## src/rtl/core/wpsp_pkg.sv

```systemverilog
// Shared types and constants for the WAVE PCM stream parser.
`default_nettype none
package wpsp_pkg;

   // RIFF tags as they sit in a little-endian 32-bit word
   localparam logic [31:0] TAG_RIFF = 32'h4646_4952;
   localparam logic [31:0] TAG_WAVE = 32'h4556_4157;
   localparam logic [31:0] TAG_FMT  = 32'h2074_6d66;
   localparam logic [31:0] TAG_DATA = 32'h6174_6164;

   // Depth of the queue between front and back
   localparam int QUEUE_DEPTH = 2;

   typedef enum logic [2:0] {
      ST_OK         = 3'd0,
      ST_BAD_HEADER = 3'd1,
      ST_NO_FMT     = 3'd2,
      ST_NO_SAMPLES = 3'd3,
      ST_BAD_WIDTH  = 3'd4,
      ST_DATA_EARLY = 3'd5,
      ST_TRUNCATED  = 3'd6
   } status_type;

   // One classified byte, as handed from front to back
   typedef struct packed {
      logic [7:0]  data_byte;
      logic        last_byte;
      logic [31:0] word;      // last four bytes, this one in the top lane
      logic        pos_is3;
      logic        pos_is7;
      logic        pos_is11;
      logic [31:0] size_ref;  // byte count so far minus eight
      logic        is_riff;
      logic        is_wave;
      logic        is_fmt;
      logic        is_data;
   } item_type;

endpackage
`default_nettype wire

```

## src/rtl/core/wpsp_front.sv

```systemverilog
// Front end: takes file bytes, tracks the byte window and position, tags each byte.
`default_nettype none
module wpsp_front (
   input  wire logic              clock,
   input  wire logic              reset,
   input  wire logic              req_valid,
   input  wire logic [7:0]        req_data_byte,
   input  wire logic              req_last_byte,
   input  wire logic              q_full,
   output logic                   req_stall,
   output logic                   q_push,
   output wpsp_pkg::item_type     q_item
);

   logic [31:0] word_ff, word_in;
   logic [31:0] pos_ff;

   assign req_stall = q_full;
   assign q_push    = req_valid & ~q_full;
   assign word_in   = {req_data_byte, word_ff[31:8]};

   always_comb begin
      q_item           = '0;
      q_item.data_byte = req_data_byte;
      q_item.last_byte = req_last_byte;
      q_item.word      = word_in;
      q_item.pos_is3   = (pos_ff == 32'd3);
      q_item.pos_is7   = (pos_ff == 32'd7);
      q_item.pos_is11  = (pos_ff == 32'd11);
      q_item.size_ref  = pos_ff - 32'd7;
      q_item.is_riff   = (word_in == wpsp_pkg::TAG_RIFF);
      q_item.is_wave   = (word_in == wpsp_pkg::TAG_WAVE);
      q_item.is_fmt    = (word_in == wpsp_pkg::TAG_FMT);
      q_item.is_data   = (word_in == wpsp_pkg::TAG_DATA);
   end

   always_ff @(posedge clock) begin
      if (reset) begin
         word_ff <= '0;
         pos_ff  <= '0;
      end else if (q_push) begin
         // clear the window at the end of each file
         if (req_last_byte) begin
            word_ff <= '0;
            pos_ff  <= '0;
         end else begin
            word_ff <= word_in;
            pos_ff  <= pos_ff + 32'd1;
         end
      end
   end

endmodule
`default_nettype wire

```

## src/rtl/core/wpsp_queue.sv

```systemverilog
// Short queue of classified bytes between front and back.
`default_nettype none
module wpsp_queue (
   input  wire logic               clock,
   input  wire logic               reset,
   input  wire logic               push,
   input  wpsp_pkg::item_type      push_item,
   input  wire logic               pop,
   output logic                    full,
   output logic                    not_empty,
   output wpsp_pkg::item_type      head_item
);

   localparam int PTR_W = (wpsp_pkg::QUEUE_DEPTH > 1) ? $clog2(wpsp_pkg::QUEUE_DEPTH) : 1;
   localparam int CNT_W = $clog2(wpsp_pkg::QUEUE_DEPTH + 1);
   localparam logic [PTR_W-1:0] PTR_LAST = PTR_W'(wpsp_pkg::QUEUE_DEPTH - 1);
   localparam logic [CNT_W-1:0] CNT_FULL = CNT_W'(wpsp_pkg::QUEUE_DEPTH);

   wpsp_pkg::item_type  slot_ff [wpsp_pkg::QUEUE_DEPTH];
   logic [PTR_W-1:0]    wr_ptr_ff, rd_ptr_ff;
   logic [CNT_W-1:0]    count_ff;
   logic                do_push, do_pop;

   assign full      = (count_ff == CNT_FULL);
   assign not_empty = (count_ff != '0);
   assign head_item = slot_ff[rd_ptr_ff];
   assign do_push   = push & ~full;
   assign do_pop    = pop & not_empty;

   always_ff @(posedge clock) begin
      if (do_push) begin
         slot_ff[wr_ptr_ff] <= push_item;
      end
   end

   always_ff @(posedge clock) begin
      if (reset) begin
         wr_ptr_ff <= '0;
         rd_ptr_ff <= '0;
         count_ff  <= '0;
      end else begin
         if (do_push) begin
            wr_ptr_ff <= (wr_ptr_ff == PTR_LAST) ? '0 : wr_ptr_ff + 1'b1;
         end
         if (do_pop) begin
            rd_ptr_ff <= (rd_ptr_ff == PTR_LAST) ? '0 : rd_ptr_ff + 1'b1;
         end
         if (do_push && !do_pop) begin
            count_ff <= count_ff + 1'b1;
         end else if (do_pop && !do_push) begin
            count_ff <= count_ff - 1'b1;
         end
      end
   end

endmodule
`default_nettype wire

```

## src/rtl/core/wpsp_back.sv

```systemverilog
// Back end: chunk walker, fmt capture, sample pairing and end-of-file report.
`default_nettype none
module wpsp_back (
   input  wire logic               clock,
   input  wire logic               reset,
   input  wire logic               q_valid,
   input  wpsp_pkg::item_type      q_item,
   output logic                    q_pop,
   output logic                    rsp_valid,
   input  wire logic               rsp_stall,
   output logic signed [15:0]      rsp_sample_value,
   output logic                    rsp_sample_valid,
   output logic                    rsp_channel_index,
   output logic                    rsp_chunk_first,
   output logic                    rsp_done_res,
   output logic [2:0]              rsp_status,
   output logic [1:0]              rsp_num_channels,
   output logic [31:0]             rsp_sample_rate,
   output logic [30:0]             rsp_frame_count
);

   typedef enum logic [1:0] {
      PH_HEADER = 2'd0,
      PH_CHDR   = 2'd1,
      PH_BODY   = 2'd2,
      PH_PAD    = 2'd3
   } phase_type;

   typedef enum logic [1:0] {
      KIND_OTHER = 2'd0,
      KIND_FMT   = 2'd1,
      KIND_DATA  = 2'd2
   } kind_type;

   localparam logic [4:0] HDR_KIND_AT  = 5'd3;
   localparam logic [4:0] HDR_SIZE_AT  = 5'd7;
   localparam logic [4:0] FMT_TAG_AT   = 5'd1;
   localparam logic [4:0] FMT_CHAN_AT  = 5'd3;
   localparam logic [4:0] FMT_RATE_AT  = 5'd7;
   localparam logic [4:0] FMT_WIDTH_AT = 5'd15;

   // parser state
   phase_type            phase_ff, phase_in;
   kind_type             kind_ff, kind_in;
   logic                 header_ok_ff, header_ok_in;
   logic [31:0]          declared_ff, declared_in;
   logic [31:0]          remaining_ff, remaining_in;
   logic [4:0]           offset_ff, offset_in;
   logic                 pad_ff, pad_in;
   logic                 fmt_valid_ff, fmt_valid_in;
   logic [1:0]           fmt_ch_ff, fmt_ch_in;
   logic [31:0]          fmt_rate_ff, fmt_rate_in;
   logic                 fmt_w16_ff, fmt_w16_in;
   logic                 data_nz_ff, data_nz_in;
   logic [31:0]          limit_ff, limit_in;
   logic [31:0]          emitted_ff, emitted_in;
   logic [7:0]           low_ff, low_in;
   wpsp_pkg::status_type err_ff, err_in;
   logic                 stg_tag_ok_ff, stg_tag_ok_in;
   logic                 stg_ch_ok_ff, stg_ch_ok_in;
   logic [1:0]           stg_ch_ff, stg_ch_in;
   logic [31:0]          stg_rate_ff, stg_rate_in;
   logic [30:0]          frames_ff, frames_in;

   // result register
   logic                 rsp_valid_ff;
   logic signed [15:0]   rsp_value_ff, res_value;
   logic                 rsp_svalid_ff, res_svalid;
   logic                 rsp_chan_ff, res_chan;
   logic                 rsp_first_ff, res_first;
   logic                 rsp_done_ff;
   wpsp_pkg::status_type rsp_status_ff, res_status;
   logic [1:0]           rsp_count_ff, res_count;
   logic [31:0]          rsp_rate_ff, res_rate;
   logic [30:0]          rsp_frames_ff, res_frames;

   logic                 truncated;
   logic                 ch2;

   assign q_pop = q_valid & (~rsp_valid_ff | ~rsp_stall);
   assign ch2   = (fmt_ch_ff == 2'd2);

   always_comb begin
      phase_in      = phase_ff;
      kind_in       = kind_ff;
      header_ok_in  = header_ok_ff;
      declared_in   = declared_ff;
      remaining_in  = remaining_ff;
      offset_in     = offset_ff;
      pad_in        = pad_ff;
      fmt_valid_in  = fmt_valid_ff;
      fmt_ch_in     = fmt_ch_ff;
      fmt_rate_in   = fmt_rate_ff;
      fmt_w16_in    = fmt_w16_ff;
      data_nz_in    = data_nz_ff;
      limit_in      = limit_ff;
      emitted_in    = emitted_ff;
      low_in        = low_ff;
      err_in        = err_ff;
      stg_tag_ok_in = stg_tag_ok_ff;
      stg_ch_ok_in  = stg_ch_ok_ff;
      stg_ch_in     = stg_ch_ff;
      stg_rate_in   = stg_rate_ff;
      frames_in     = frames_ff;
      res_value     = '0;
      res_svalid    = 1'b0;
      res_chan      = 1'b0;
      res_first     = 1'b0;
      res_status    = wpsp_pkg::ST_OK;
      res_count     = '0;
      res_rate      = '0;
      res_frames    = '0;
      truncated     = 1'b0;

      unique case (phase_ff)
         PH_HEADER: begin
            if (q_item.pos_is3) begin
               header_ok_in = q_item.is_riff;
            end else if (q_item.pos_is7) begin
               declared_in = q_item.word;
            end else if (q_item.pos_is11) begin
               header_ok_in = header_ok_ff & q_item.is_wave;
               phase_in     = PH_CHDR;
               offset_in    = '0;
            end
         end
         PH_CHDR: begin
            if (offset_ff == HDR_KIND_AT) begin
               kind_in = q_item.is_fmt  ? KIND_FMT  :
                         q_item.is_data ? KIND_DATA : KIND_OTHER;
            end
            if (offset_ff == HDR_SIZE_AT) begin
               remaining_in = q_item.word;
               pad_in       = q_item.word[0];
               offset_in    = '0;
               if (kind_ff == KIND_DATA) begin
                  data_nz_in = (q_item.word != '0);
                  emitted_in = '0;
                  if (!fmt_valid_ff) begin
                     err_in    = wpsp_pkg::ST_DATA_EARLY;
                     frames_in = '0;
                  end else if (!fmt_w16_ff) begin
                     err_in    = wpsp_pkg::ST_BAD_WIDTH;
                     frames_in = '0;
                  end else begin
                     err_in    = wpsp_pkg::ST_OK;
                     frames_in = ch2 ? {1'b0, q_item.word[31:2]} : q_item.word[31:1];
                  end
                  limit_in = ch2 ? {frames_in, 1'b0} : {1'b0, frames_in};
               end
               phase_in = (q_item.word == '0) ? PH_CHDR : PH_BODY;
            end else begin
               offset_in = offset_ff + 5'd1;
            end
         end
         PH_BODY: begin
            if (kind_ff == KIND_FMT) begin
               // only the first sixteen body bytes matter
               if (!offset_ff[4]) begin
                  if (offset_ff == FMT_TAG_AT) begin
                     stg_tag_ok_in = (q_item.word[31:16] == 16'd1);
                  end else if (offset_ff == FMT_CHAN_AT) begin
                     stg_ch_ok_in = (q_item.word[31:16] == 16'd1) ||
                                    (q_item.word[31:16] == 16'd2);
                     stg_ch_in    = q_item.word[17:16];
                  end else if (offset_ff == FMT_RATE_AT) begin
                     stg_rate_in = q_item.word;
                  end else if (offset_ff == FMT_WIDTH_AT) begin
                     if (stg_tag_ok_ff && stg_ch_ok_ff) begin
                        fmt_valid_in = 1'b1;
                        fmt_ch_in    = stg_ch_ff;
                        fmt_rate_in  = stg_rate_ff;
                        fmt_w16_in   = (q_item.word[31:16] == 16'd16);
                     end
                  end
                  offset_in = offset_ff + 5'd1;
               end
            end else if (kind_ff == KIND_DATA) begin
               if (!offset_ff[0]) begin
                  low_in = q_item.data_byte;
               end else if (emitted_ff < limit_ff) begin
                  res_value  = {q_item.data_byte, low_ff};
                  res_svalid = 1'b1;
                  res_chan   = ch2 & emitted_ff[0];
                  res_first  = (emitted_ff == '0);
                  emitted_in = emitted_ff + 32'd1;
               end
               offset_in = {offset_ff[4:1], ~offset_ff[0]};
            end
            remaining_in = remaining_ff - 32'd1;
            if (remaining_ff == 32'd1) begin
               phase_in  = pad_ff ? PH_PAD : PH_CHDR;
               offset_in = '0;
            end
         end
         PH_PAD: begin
            phase_in  = PH_CHDR;
            offset_in = '0;
         end
      endcase

      if (q_item.last_byte) begin
         truncated = (phase_in == PH_BODY) || ((phase_in == PH_CHDR) && (offset_in != '0));
         priority if ((phase_in == PH_HEADER) || !header_ok_in ||
                      (declared_in != q_item.size_ref)) begin
            res_status = wpsp_pkg::ST_BAD_HEADER;
         end else if (truncated) begin
            res_status = wpsp_pkg::ST_TRUNCATED;
         end else if (!fmt_valid_in) begin
            res_status = wpsp_pkg::ST_NO_FMT;
         end else if (!data_nz_in) begin
            res_status = wpsp_pkg::ST_NO_SAMPLES;
         end else begin
            res_status = err_in;
         end
         res_count  = fmt_valid_in ? fmt_ch_in : 2'd0;
         res_rate   = fmt_valid_in ? fmt_rate_in : 32'd0;
         res_frames = frames_in;

         // back to the start-of-file state for the next file
         phase_in      = PH_HEADER;
         kind_in       = KIND_OTHER;
         header_ok_in  = 1'b0;
         declared_in   = '0;
         remaining_in  = '0;
         offset_in     = '0;
         pad_in        = 1'b0;
         fmt_valid_in  = 1'b0;
         fmt_ch_in     = '0;
         fmt_rate_in   = '0;
         fmt_w16_in    = 1'b0;
         data_nz_in    = 1'b0;
         limit_in      = '0;
         emitted_in    = '0;
         low_in        = '0;
         err_in        = wpsp_pkg::ST_OK;
         stg_tag_ok_in = 1'b0;
         stg_ch_ok_in  = 1'b0;
         stg_ch_in     = '0;
         stg_rate_in   = '0;
         frames_in     = '0;
      end
   end

   always_ff @(posedge clock) begin
      if (reset) begin
         phase_ff      <= PH_HEADER;
         kind_ff       <= KIND_OTHER;
         header_ok_ff  <= 1'b0;
         declared_ff   <= '0;
         remaining_ff  <= '0;
         offset_ff     <= '0;
         pad_ff        <= 1'b0;
         fmt_valid_ff  <= 1'b0;
         fmt_ch_ff     <= '0;
         fmt_rate_ff   <= '0;
         fmt_w16_ff    <= 1'b0;
         data_nz_ff    <= 1'b0;
         limit_ff      <= '0;
         emitted_ff    <= '0;
         low_ff        <= '0;
         err_ff        <= wpsp_pkg::ST_OK;
         stg_tag_ok_ff <= 1'b0;
         stg_ch_ok_ff  <= 1'b0;
         stg_ch_ff     <= '0;
         stg_rate_ff   <= '0;
         frames_ff     <= '0;
         rsp_valid_ff  <= 1'b0;
      end else if (q_pop) begin
         phase_ff      <= phase_in;
         kind_ff       <= kind_in;
         header_ok_ff  <= header_ok_in;
         declared_ff   <= declared_in;
         remaining_ff  <= remaining_in;
         offset_ff     <= offset_in;
         pad_ff        <= pad_in;
         fmt_valid_ff  <= fmt_valid_in;
         fmt_ch_ff     <= fmt_ch_in;
         fmt_rate_ff   <= fmt_rate_in;
         fmt_w16_ff    <= fmt_w16_in;
         data_nz_ff    <= data_nz_in;
         limit_ff      <= limit_in;
         emitted_ff    <= emitted_in;
         low_ff        <= low_in;
         err_ff        <= err_in;
         stg_tag_ok_ff <= stg_tag_ok_in;
         stg_ch_ok_ff  <= stg_ch_ok_in;
         stg_ch_ff     <= stg_ch_in;
         stg_rate_ff   <= stg_rate_in;
         frames_ff     <= frames_in;
         rsp_valid_ff  <= 1'b1;
      end else if (!rsp_stall) begin
         rsp_valid_ff <= 1'b0;
      end
   end

   // result payload, loaded on every pop
   always_ff @(posedge clock) begin
      if (q_pop) begin
         rsp_value_ff  <= res_value;
         rsp_svalid_ff <= res_svalid;
         rsp_chan_ff   <= res_chan;
         rsp_first_ff  <= res_first;
         rsp_done_ff   <= q_item.last_byte;
         rsp_status_ff <= res_status;
         rsp_count_ff  <= res_count;
         rsp_rate_ff   <= res_rate;
         rsp_frames_ff <= res_frames;
      end
   end

   assign rsp_valid         = rsp_valid_ff;
   assign rsp_sample_value  = rsp_value_ff;
   assign rsp_sample_valid  = rsp_svalid_ff;
   assign rsp_channel_index = rsp_chan_ff;
   assign rsp_chunk_first   = rsp_first_ff;
   assign rsp_done_res      = rsp_done_ff;
   assign rsp_status        = rsp_status_ff;
   assign rsp_num_channels  = rsp_count_ff;
   assign rsp_sample_rate   = rsp_rate_ff;
   assign rsp_frame_count   = rsp_frames_ff;

   a_emit_within_limit: assert property (@(posedge clock) disable iff (reset)
      emitted_ff <= limit_ff)
      else $error("samples emitted beyond data chunk limit");

   a_last_restarts: assert property (@(posedge clock) disable iff (reset)
      q_pop && q_item.last_byte |=> phase_ff == PH_HEADER && !fmt_valid_ff)
      else $error("parser not restarted after last byte");

   a_pop_loads_result: assert property (@(posedge clock) disable iff (reset)
      q_pop |=> rsp_valid_ff)
      else $error("popped byte produced no result");

   a_report_only_at_end: assert property (@(posedge clock) disable iff (reset)
      rsp_valid_ff && !rsp_done_ff |->
         rsp_status_ff == wpsp_pkg::ST_OK && rsp_count_ff == 2'd0 && rsp_rate_ff == '0)
      else $error("end-of-file report fields set mid-file");

endmodule
`default_nettype wire

```

## src/rtl/core/wav_pcm_stream_parser_unit.sv

```systemverilog
// Top level of the WAVE PCM stream parser: front end, byte queue and parser back end.
//
//  channel  direction  handshake            payload
//  req_     in         req_valid/req_stall  data_byte, last_byte
//  rsp_     out        rsp_valid/rsp_stall  sample_value .. frame_count (one per byte)
//
//  One byte per cycle sustained while rsp_stall is low; each byte gives exactly one result.
//  A taken byte passes through a queue slot and then the result register before its result appears.
//  The back end decodes a whole byte combinationally; the two-entry queue sets the slack.
//  Reset is synchronous and active high.
//  req_stall rises only when the queue is full, which happens only under rsp_stall
//  with bytes still arriving.
`default_nettype none
module wav_pcm_stream_parser_unit (
   input  wire logic          clock,
   input  wire logic          reset,
   input  wire logic          req_valid,
   output logic               req_stall,
   input  wire logic [7:0]    req_data_byte,
   input  wire logic          req_last_byte,
   output logic               rsp_valid,
   input  wire logic          rsp_stall,
   output logic signed [15:0] rsp_sample_value,
   output logic               rsp_sample_valid,
   output logic               rsp_channel_index,
   output logic               rsp_chunk_first,
   output logic               rsp_done_res,
   output logic [2:0]         rsp_status,
   output logic [1:0]         rsp_num_channels,
   output logic [31:0]        rsp_sample_rate,
   output logic [30:0]        rsp_frame_count
);

   wpsp_pkg::item_type push_item;
   wpsp_pkg::item_type head_item;
   logic               q_push;
   logic               q_full;
   logic               q_not_empty;
   logic               q_pop;

   wpsp_front u_front (
      .clock         (clock),
      .reset         (reset),
      .req_valid     (req_valid),
      .req_data_byte (req_data_byte),
      .req_last_byte (req_last_byte),
      .q_full        (q_full),
      .req_stall     (req_stall),
      .q_push        (q_push),
      .q_item        (push_item)
   );

   wpsp_queue u_queue (
      .clock     (clock),
      .reset     (reset),
      .push      (q_push),
      .push_item (push_item),
      .pop       (q_pop),
      .full      (q_full),
      .not_empty (q_not_empty),
      .head_item (head_item)
   );

   wpsp_back u_back (
      .clock             (clock),
      .reset             (reset),
      .q_valid           (q_not_empty),
      .q_item            (head_item),
      .q_pop             (q_pop),
      .rsp_valid         (rsp_valid),
      .rsp_stall         (rsp_stall),
      .rsp_sample_value  (rsp_sample_value),
      .rsp_sample_valid  (rsp_sample_valid),
      .rsp_channel_index (rsp_channel_index),
      .rsp_chunk_first   (rsp_chunk_first),
      .rsp_done_res      (rsp_done_res),
      .rsp_status        (rsp_status),
      .rsp_num_channels  (rsp_num_channels),
      .rsp_sample_rate   (rsp_sample_rate),
      .rsp_frame_count   (rsp_frame_count)
   );

endmodule
`default_nettype wire
```

## config.mk

```make
export PLATFORM = sky130hd
export DESIGN_NAME = wav_pcm_stream_parser_unit
export DESIGN_NICKNAME = d
export VERILOG_FILES = /design/src/rtl/core/wpsp_pkg.sv /design/src/rtl/core/wpsp_front.sv /design/src/rtl/core/wpsp_queue.sv /design/src/rtl/core/wpsp_back.sv /design/src/rtl/core/wav_pcm_stream_parser_unit.sv
export SDC_FILE = /design/constraint.sdc
export NUM_CORES = 1
export LEC_CHECK = 0
export BUFFER_PORTS_ARGS = -buffer_cell sky130_fd_sc_hd__buf_4
export CAP_MARGIN = 40
export CORE_ASPECT_RATIO = 1.75
export CORE_MARGIN = 4
export CORE_UTILIZATION = 35
export DETAILED_ROUTE_END_ITERATION = 12
export SYNTH_ARGS = -nofsm -noshare
export SYNTH_HDL_FRONTEND = slang
export SYNTH_SLANG_ARGS = --single-unit
```

## constraint.sdc

```tcl
create_clock -name clock -period 6.83 [get_ports clock]
set_input_delay 2.049 -clock clock [delete_from_list [all_inputs] [get_ports clock]]
set_output_delay 2.049 -clock clock [all_outputs]
set_load 0.02 [all_outputs]
```

**Yosys cells after proc, flatten, opt, wreduce, memory -nomap -nowiden**

Memory sizes are Yosys's and may differ from the RTL's. A register that Yosys moved wholly into a read port is not among the register bits.
Index checks and enable logic that the tools add are counted.

- Memory bits (writable): 160
- Memories kept: 1
- Logic and storage cells: 294
- Register bits: 411

- Equal/unequal tests: 38
- $lt $le $gt $ge: 1
- Add/subtract/negate cells: 9
- Mux-type cells: 150
- Reductions and logical operators: 43
- Bitwise operators: 15

Memories:

| memory | depth | bits a word | read ports | clocked after memory_dff | wr ports | line | source |
|---|---|---|---|---|---|---|---|
| u_queue.slot_ff | 2 | 80 | 1 | 1 | 1 | wpsp_queue.sv:19 | `wpsp_pkg::item_type slot_ff [wpsp_pkg::QUEUE_DEPTH];` |

Operators by type and width:

| kind | number |
|---|---|
| $mux 32 | 35 |
| $mux 31 | 7 |
| $pmux 32 s2 | 2 |
| $eq 32x31->1 const B | 3 |
| $add 32x1->32 const B | 2 |
| $logic_not 32->1 | 2 |
| $mux 2 | 30 |
| $mux 1 | 52 |
| $mux 5 | 8 |
| $mux 8 | 5 |
| $eq 32x1->1 const B | 1 |
| $eq 32x2->1 const B | 1 |
| $eq 32x3->1 const B | 1 |
| $eq 32x30->1 const B | 1 |
| $eq 32x4->1 const B | 1 |
| $lt 32x32->1 | 1 |
| $ne 32x32->1 | 1 |
| $reduce_bool 32->1 | 1 |
| $sub 32x1->32 const B | 1 |
| $sub 32x3->32 const B | 1 |
| $mux 3 | 9 |
| $reduce_bool 2->1 | 11 |
| $pmux 5 s4 | 1 |
| $eq 16x1->1 const B | 1 |
| 36 further kinds | 78 |

**Longest topological paths before layout**

Gate-level depths: netlist of the first run.

- Depth after elaboration: 12
- Mapped depth: 12
- Mapped depth without buffers: 11

**Hierarchy**

From an unflattened synthesis of the first run, not the netlist that was laid out.

- Cell total of the unflattened synthesis: 2744
- Area, all modules: 26430.3 sq um

Modules (own cells, without submodules):

| module | times used | seq. area each (sq um) | area each (sq um) | cells each |
|---|---|---|---|---|
| wpsp_back | 1 | 7747.4 | 16826.1 | 2001 |
| wpsp_queue | 1 | 4904.7 | 5970.7 | 274 |
| wpsp_front | 1 | 1121.1 | 3633.5 | 469 |

**Least setup slack after synthesis of the first run**

No wires, ideal clock.

- Path kind: input -> register
- From: input port rsp_stall
- To: register u_back.fmt_ch_ff[1]
- Setup slack: 0.391 ns
- Required time: 6.702 ns
- Path buffers: 2
- Arrival: 6.312 ns
- Library setup time: 0.128 ns
- Stages on the path: 8
- Cells stage by stage: nand2_1 o21ai_1 inv_1 clkbuf_1 o21ai_1 clkbuf_1 a22oi_1 nor2_1

- Word-level cells in the longest chain between the ends: 3

RTL lines:

| element | line | source |
|---|---|---|
| start: declaration | wav_pcm_stream_parser_unit.sv:22 | `input wire logic rsp_stall,` |
| $not 1->1 | wpsp_back.sv:80 | `assign q_pop = q_valid & (~rsp_valid_ff \| ~rsp_stall);` |
| $or 1x1->1 | wpsp_back.sv:80 |  |
| $and 1x1->1 | wpsp_back.sv:80 |  |
| named net q_pop | wav_pcm_stream_parser_unit.sv:39 | `logic q_pop;` |
| end signal: assignment | wpsp_back.sv:278 | `fmt_ch_ff <= fmt_ch_in;` |
| end: declaration | wpsp_back.sv:51 | `logic [1:0] fmt_ch_ff, fmt_ch_in;` |

The timed path passes the listed nets, and every way through them passes these cells.
A chain may end at the register's enable or synchronous reset.

**Worst setup path after layout of the first run**

- From: input port rsp_stall
- To: register u_back.fmt_rate_ff[1]

- Word-level cells in the longest chain between the ends: 3

RTL lines:

| element | line | source |
|---|---|---|
| $not 1->1 | wpsp_back.sv:80 |  |
| $or 1x1->1 | wpsp_back.sv:80 |  |
| $and 1x1->1 | wpsp_back.sv:80 |  |
| end signal: assignment | wpsp_back.sv:279 | `fmt_rate_ff <= fmt_rate_in;` |
| end: declaration | wpsp_back.sv:52 | `logic [31:0] fmt_rate_ff, fmt_rate_in;` |

No other way between the ends.

==> results of run 1 <==
## worst min-delay path, delay by kind of cell (launching register included)
kind	cells	cell delay (ns)
flip-flops	1	0.31
AND/OR/NAND/NOR	1	0.05
AO/OA/AOI/OAI	1	0.05
## flip-flops by register name (all words and copies together) (netlist names), 3 cells and up, named ones only
signal,flops
u_back.declared_ff,32
u_back.emitted_ff,32
u_back.err_ff,3
u_back.fmt_rate_ff,32
u_back.frames_ff,31
u_back.limit_ff,32
u_back.low_ff,8
u_back.offset_ff,5
u_back.remaining_ff,32
u_back.rsp_frame_count,31
u_back.rsp_sample_rate,32
u_back.rsp_sample_value,16
u_back.rsp_status,3
u_back.stg_rate_ff,32
u_front.pos_ff,32
u_front.word_ff,24
u_queue.slot_ff,144
## final cells by class
cell class,instances,share of cell area
Sequential cell,548,0.460
Multi-Input combinational cell,1884,0.387
Clock buffer,69,0.0482
Timing Repair Buffer,167,0.0473
Tap cell,924,0.0400
Clock inverter,26,0.00884
Inverter,66,0.00866
## metal layers
layer	global-route usage	wire, um
met5	0	0
met3	0.0210	4270
met4	0.115	5330
met2	0.333	37800
met1	0.215	28200
## cell families after synthesis
kind of cell | after synthesis | synth area share
XOR/XNOR | 92 | 0.0317
AND/OR/NAND/NOR | 1066 | 0.200
multiplexers | 119 | 0.0482
AO/OA/AOI/OAI | 565 | 0.135
flip-flops | 548 | 0.524
adder cells (fa/ha/maj) | 42 | 0.0207
buffers and inverters | 256 | 0.0406
## cell usage after synthesis (all sizes together) (8+ instances only)
cell type and number:
ha 42, a21o 14, o211ai 13, nand2 289
or4 9, buf 32, nor3b 9, clkbuf 158
xnor2 33, nor4b 9, and3 20, nor4 58
dfxtp 316, a22oi 96, nand3 88, nand2b 10
nand4 36, or3 22, o31ai 29, and2 31
mux2 26, o32ai 8, nor3 88, nor2b 14
nor2 336, xor2 59, a21oi 257, a32o 11
nand3b 27, edfxtp 232, inv 65, o21ai 95
mux2i 93
## metrics by stage
step / setup WS (ns) / hold slack, ns / utilization / instance area (um^2)
4_1_cts: 2.78 / 0.450 / 0.402 / 28900
3_5_place_dp: 2.16 / 0.443 / 0.379 / 27200
5_1_grt: 2.57 / 0.469 / 0.402 / 28900
3_3_place_gp: 2.00 / 0.440 / 0.376 / 27000
6_report: 2.80 / 0.452 / 0.402 / 28900
2_1_floorplan: 0.391 / 0.427 / - / 25400
## where the power goes
part	total (mW)	leakage [nW]	internal (mW)	switching [mW]
clock	2.85	0.810	1.59	1.26
sequential	4.12	4.60	3.88	0.245
combinational	3.09	4.24	0.930	2.16
## worst max path at each step
| stage | endpoint | slack (ns) | cells after the start |
|---|---|---|---|
| floorplan | u_back.fmt_ch_ff[1] | 0.39 | 8 |
| global route | u_back.fmt_rate_ff[1] | 2.57 | 9 |
| detailed placement | u_back.fmt_rate_ff[1] | 2.16 | 9 |
| finish | u_back.fmt_rate_ff[1] | 2.80 | 9 |
| global placement | u_front.pos_ff[5] | 2.00 | 6 |
| CTS | u_back.rsp_status[0] | 2.78 | 8 |
==> reports/metrics.csv, run 1 <==
stage;metric;value;unit
global_route;vias in the first global route;19800;
outcome;outcome;finished, final reports clean;
clock_tree;Root Buffer;clkbuf_16;
synthesis;cell accounting for the most synthesized area;edfxtp_1;
drt;initial detailed-routing violation count;1624;
clock_tree;Resize count post-CTS;0;
synthesis;syn_area_per_cell;9.44;um^2
sta;post-layout min period;4.03;ns
sta;final setup fails;0;
clock_tree;clock latency on the worst-skew pair;0.61;ns
global_route;initial antenna violation count;0;
clock_tree;clock slew at reported path FFs;0.06;ns
power;Power Density;349;nW/um^2
critical_path;Buf/Inv on CP;3;
critical_path;CP delay by family, top;buffers and inverters;
sta;Clock Skew;0.0312;ns
critical_path;CP endpoint kind;flop;
layout;fraction of layout cells with a size suffix above 1;0.111;
die;I/O Pins;103;
critical_path;arrival time at the worst endpoint;4.54;ns
flow_run;max_cap viols;0;
synthesis;top post-synthesis cells by area;edfxtp_1 (27%), dfxtp_1 (25%), a21oi_1 (5.1%), nor2_1 (5.0%), nand2_1 (4.3%);
layout;diode count;0;
critical_path;Reg2Reg Depth;8;
clock_tree;Inserted Clock Buffers;51;
min_path;min-delay worst type;flop to flop;
die;Initial Util;0.353;
placement;dpl hpwl;52300;um
critical_path;worst path cell trace;buf_4, nand2_1, o21ai_4, inv_4, nand2_1, nor2_2, buf_4, a22oi_1, nor2_1;
power;leak pwr;9.65;nW
synthesis;Syn. warnings;0;
placement;GPL Wtd Cong;0.889;
critical_path;CP startpoint kind;input port;
synthesis;syn nets;2743;
layout;most common cell after layout, fill and taps aside;nor2_1;
placement;Placed Cells;3589;
layout;Post-Layout Cell Count;3684;
layout;Fill cells;7048;
min_path;hold path startpoint;u_back.limit_ff[0];
power;total power;10.1;mW
critical_path;crit path from;rsp_stall;
drt;DRT Wirelength;75700;um
drt;via count;20500;
sta;Final Hold Vio Count;0;
layout;Area Growth Syn to Fin;13.8;%
layout;multi-input logic area;11200;um^2
critical_path;CP max-delay cell;nand2_1;
synthesis;Cells after Synth;2688;
critical_path;Worst Path Required;7.35;ns
die;Core Area;71900;um^2
sta;FMAX;248;MHz
global_route;GRT overflow;0;
sta;Pins Over Slew Limit;0;
clock_tree;CTS Buffer Depth;3;
critical_path;crit-path max FO;67;
die;Die H;364;um
clock_tree;postcts setup bufs;0;
global_route;global-route wire length before repair;114000;um
critical_path;Reg-to-Reg End;u_back.rsp_status[0];
power;Worst VDD drop;0.000244;V
die;Die ar.;77100;um^2
drt;Initial DRT Pass Iterations;6;
sta;setup_tns;0;ns
synthesis;ys flop type;dfxtp_1;
min_path;Hold Path Sink;u_back.limit_ff[0];
synthesis;post-synthesis async set-or-reset flop share;0;
critical_path;kind of critical path;input port to flop;
layout;most frequent cells in the layout;nor2_1 (333), dfxtp_1 (315), nand2_1 (288);
synthesis;Unique masters post-synth;71;
clock_tree;CTS H-tree depth;2;
critical_path;Critical Path Max Stage Delay;0.58;ns
synthesis;Post-synth EDFFs;232;
clock_tree;hold bufs inserted after CTS;0;
drt;Residual DRC;0;
critical_path;slack of the worst reg-to-reg path;2.89;ns
drt;antenna viol nets, final;0;
sta;period utilisation layout;0.590;
synthesis;Syn Std Cell Area;25400;um^2
synthesis;top cell type's share of synthesized area;0.274;
synthesis;register area share after synthesis;0.524;
die;site row count;130;
clock_tree;clk sinks;548;
global_route;largest net degree at the start of global routing;112;
global_route;GRT Total Usage;0.188;
sta;Slew HR;0.399;
placement;Port Buffers;102;
die;Die Wd;212;um
layout;final net count;2773;
sta;RSZ-0062 raised after global routing;false;
synthesis;Yosys reg bits;548;
clock_tree;CTS tree;yes;
sta;Worst-Margin Slew;0.901;ns
min_path;WHS Path Cells;2;
drt;DR WL/cell;20.5;um
drt;via/cell ratio;5.56;
layout;register area;13300;um^2
Power figures use the tool's default switching activity.
==> run 2: changes to the inputs <==
- ABC_AREA: default -> 1
- clock period: 6.83 -> 3.3 ns (I/O delays scaled with it)
==> run 2 against run 1 <==
Sequential power up 120%. Die area grew 5.2%. Combinational power rose to 3.0 times the previous value. First-iteration DRC count increased by 22%. Clock skew grew 0.00088 ns. Sequential cell count did not move. Worst hold slack better by 0.0083 ns. Critical path depth grew 4. Design area up 5.7%. Global-route usage shrank 0.19 points. Critical path type is now flop to flop. Critical endpoint is now u_back.rsp_status[2]. Largest power group is now combinational cells. Highest routed layer is now met5.
==> reports/metrics.csv, run 2 <==
stage;metric;value;unit
synthesis;Syn. warnings;0;
sta;period utilisation layout;0.846;
min_path;min-delay worst type;flop to flop;
synthesis;Yosys reg bits;548;
critical_path;Worst Path Required;3.77;ns
synthesis;Post-synth EDFFs;232;
die;Initial Util;0.354;
clock_tree;postcts setup bufs;0;
sta;Clock Skew;0.0321;ns
sta;final setup fails;0;
die;Die H;374;um
placement;dpl hpwl;56000;um
die;site row count;133;
clock_tree;Resize count post-CTS;0;
critical_path;crit-path max FO;22;
sta;setup_tns;0;ns
synthesis;syn nets;3409;
power;leak pwr;11.6;nW
synthesis;most frequent cell after synthesis;nand2_1;
critical_path;CP delay by family, top;simple AND/OR/NAND/NOR gates;
clock_tree;Root Buffer;clkbuf_16;
die;Die ar.;81100;um^2
critical_path;slack of the worst reg-to-reg path;0.51;ns
placement;placed inst area;28900;um^2
sta;Min Hold Slack;0.461;ns
critical_path;CP max-delay cell;nor2_4;
critical_path;Buf/Inv on CP;1;
synthesis;top post-synthesis cells by area;edfxtp_1 (26%), dfxtp_1 (24%), nand2_1 (9.0%), nor2_1 (7.0%), inv_1 (5.3%);
global_route;initial antenna violation count;2;
clock_tree;Inserted Clock Buffers;50;
placement;Port Buffers;102;
clock_tree;hold bufs inserted after CTS;0;
clock_tree;clock slew at reported path FFs;0.07;ns
global_route;global-route wire length before repair;121000;um
power;Power Density;802;nW/um^2
drt;Initial DRT Pass Iterations;6;
layout;Area Growth Syn to Fin;14.1;%
die;I/O Pins;103;
layout;fraction of layout cells with a size suffix above 1;0.101;
drt;DR WL/cell;17.4;um
clock_tree;clk sinks;548;
drt;via/cell ratio;5.03;
critical_path;CP endpoint kind;flop;
layout;Largest Register;u_queue.slot_ff;
flow_run;max_cap viols;0;
drt;via count;22600;
critical_path;kind of critical path;flop to flop;
sta;Pins Over Slew Limit;0;
synthesis;post-synthesis async set-or-reset flop share;0;
critical_path;Critical Path Max Stage Delay;0.48;ns
sta;Final Hold Vio Count;0;
die;Core Area;75600;um^2
layout;final net count;3485;
global_route;GRT overflow;0;
power;Worst VDD drop;0.000433;V
global_route;GRT Total Usage;0.186;
clock_tree;CTS H-tree depth;2;
synthesis;Post-synth top cells;nand2_1 (644), nor2_1 (497), inv_1 (375);
sta;Slew HR;0.475;
sta;Worst-Margin Slew;0.788;ns
layout;Largest register FFs;144;
sta;RSZ-0062 raised after global routing;false;
layout;most common cell after layout, fill and taps aside;nand2_1;
clock_tree;CTS tree;yes;
synthesis;cell accounting for the most synthesized area;edfxtp_1;
sta;post-layout min period;2.79;ns
critical_path;arrival time at the worst endpoint;3.26;ns
die;Die Wd;217;um
outcome;outcome;finished, final reports clean;
drt;DRT Wirelength;78200;um
synthesis;top cell type's share of synthesized area;0.260;
drt;initial detailed-routing violation count;1979;
clock_tree;clock latency on the worst-skew pair;0.61;ns
critical_path;worst path cell trace;nor2_4, inv_2, nor2_4, nand3_1, nand3b_1, nand2_1, nor2_1, nand2_1, nor2_1, nand3_1, nor2_2, nand2_1, nor2_1;
critical_path;CP startpoint kind;flop;
drt;antenna viol nets, final;0;
synthesis;Unique masters post-synth;56;
synthesis;ys flop type;dfxtp_1;
drt;Residual DRC;0;
global_route;vias in the first global route;21300;
placement;GPL Wtd Cong;0.967;
global_route;largest net degree at the start of global routing;128;
synthesis;Syn Std Cell Area;26800;um^2
synthesis;register area share after synthesis;0.497;
sta;FMAX;358;MHz
layout;most frequent cells in the layout;nand2_1 (643), nor2_1 (490), inv_1 (374);
synthesis;Cells after Synth;3354;
synthesis;syn_area_per_cell;7.98;um^2
layout;design area;30500;um^2
clock_tree;CTS Buffer Depth;3;
run 2: kinds of logic after synthesis:
kind of cell	Yosys count	share of synthesized area
DFF	548	0.497
and+or+nand+nor	1462	0.231
xor gates and xnor gates	80	0.0262
AOI/OAI and AO/OA	656	0.141
adders and majority gates	42	0.0196
buffers and inverters	559	0.0835
muxes	7	0.00262
run 2: area by class of cell:
type / count / area, um^2
Clock inverter: 34 / 338
Antenna cell: 1 / 2.50
Multi-Input combinational cell: 2247 / 11300
Inverter: 391 / 1470
Tap cell: 1012 / 1270
Timing Repair Buffer: 192 / 1570
Sequential cell: 548 / 13300
Clock buffer: 60 / 1320
Fill cell: 7784 / 45000
run 2: worst paths after layout:
check                startpoint                    to  depth (start not counted)
min reg2reg    u_back.low_ff[1]      u_back.low_ff[1]                          2
min            u_back.low_ff[1]      u_back.low_ff[1]                          2
max reg2reg  u_back.phase_ff[1]  u_back.rsp_status[2]                         13
max          u_back.phase_ff[1]  u_back.rsp_status[2]                         13
run 2: per-layer routing:
layer	global-route usage	share of wire	vias up
li1	-	-	11300
met1	0.217	0.40	10500
met2	0.325	0.49	587
met3	0.0235	0.044	195
met4	0.110	0.070	2
met5	0	0.00017	-
run 2: metrics by stage:
stage / setup slack [ns] / cells / power, mW / util
2_1_floorplan: 0.221 / 3354 / 15.0 / -
3_3_place_gp: 0.408 / 4390 / 18.5 / 0.382
3_5_place_dp: 0.418 / 4390 / 18.6 / 0.382
4_1_cts: 0.495 / 4484 / 24.6 / 0.404
5_1_grt: 0.254 / 4484 / 25.8 / 0.404
6_report: 0.507 / 4485 / 24.5 / 0.404
run 2: report_power, final:
group	switching (mW)	internal [mW]	total, mW
registers	0.661	8.48	9.14
logic	6.49	2.89	9.37
clock network	2.70	3.27	5.97
total	9.85	14.6	24.5
run 2: tightest hold or removal path, cell delays in order (launching register included):
cell and delay [ns]:
dfxtp_1 0.30, inv_1 0.06, a21oi_1 0.06
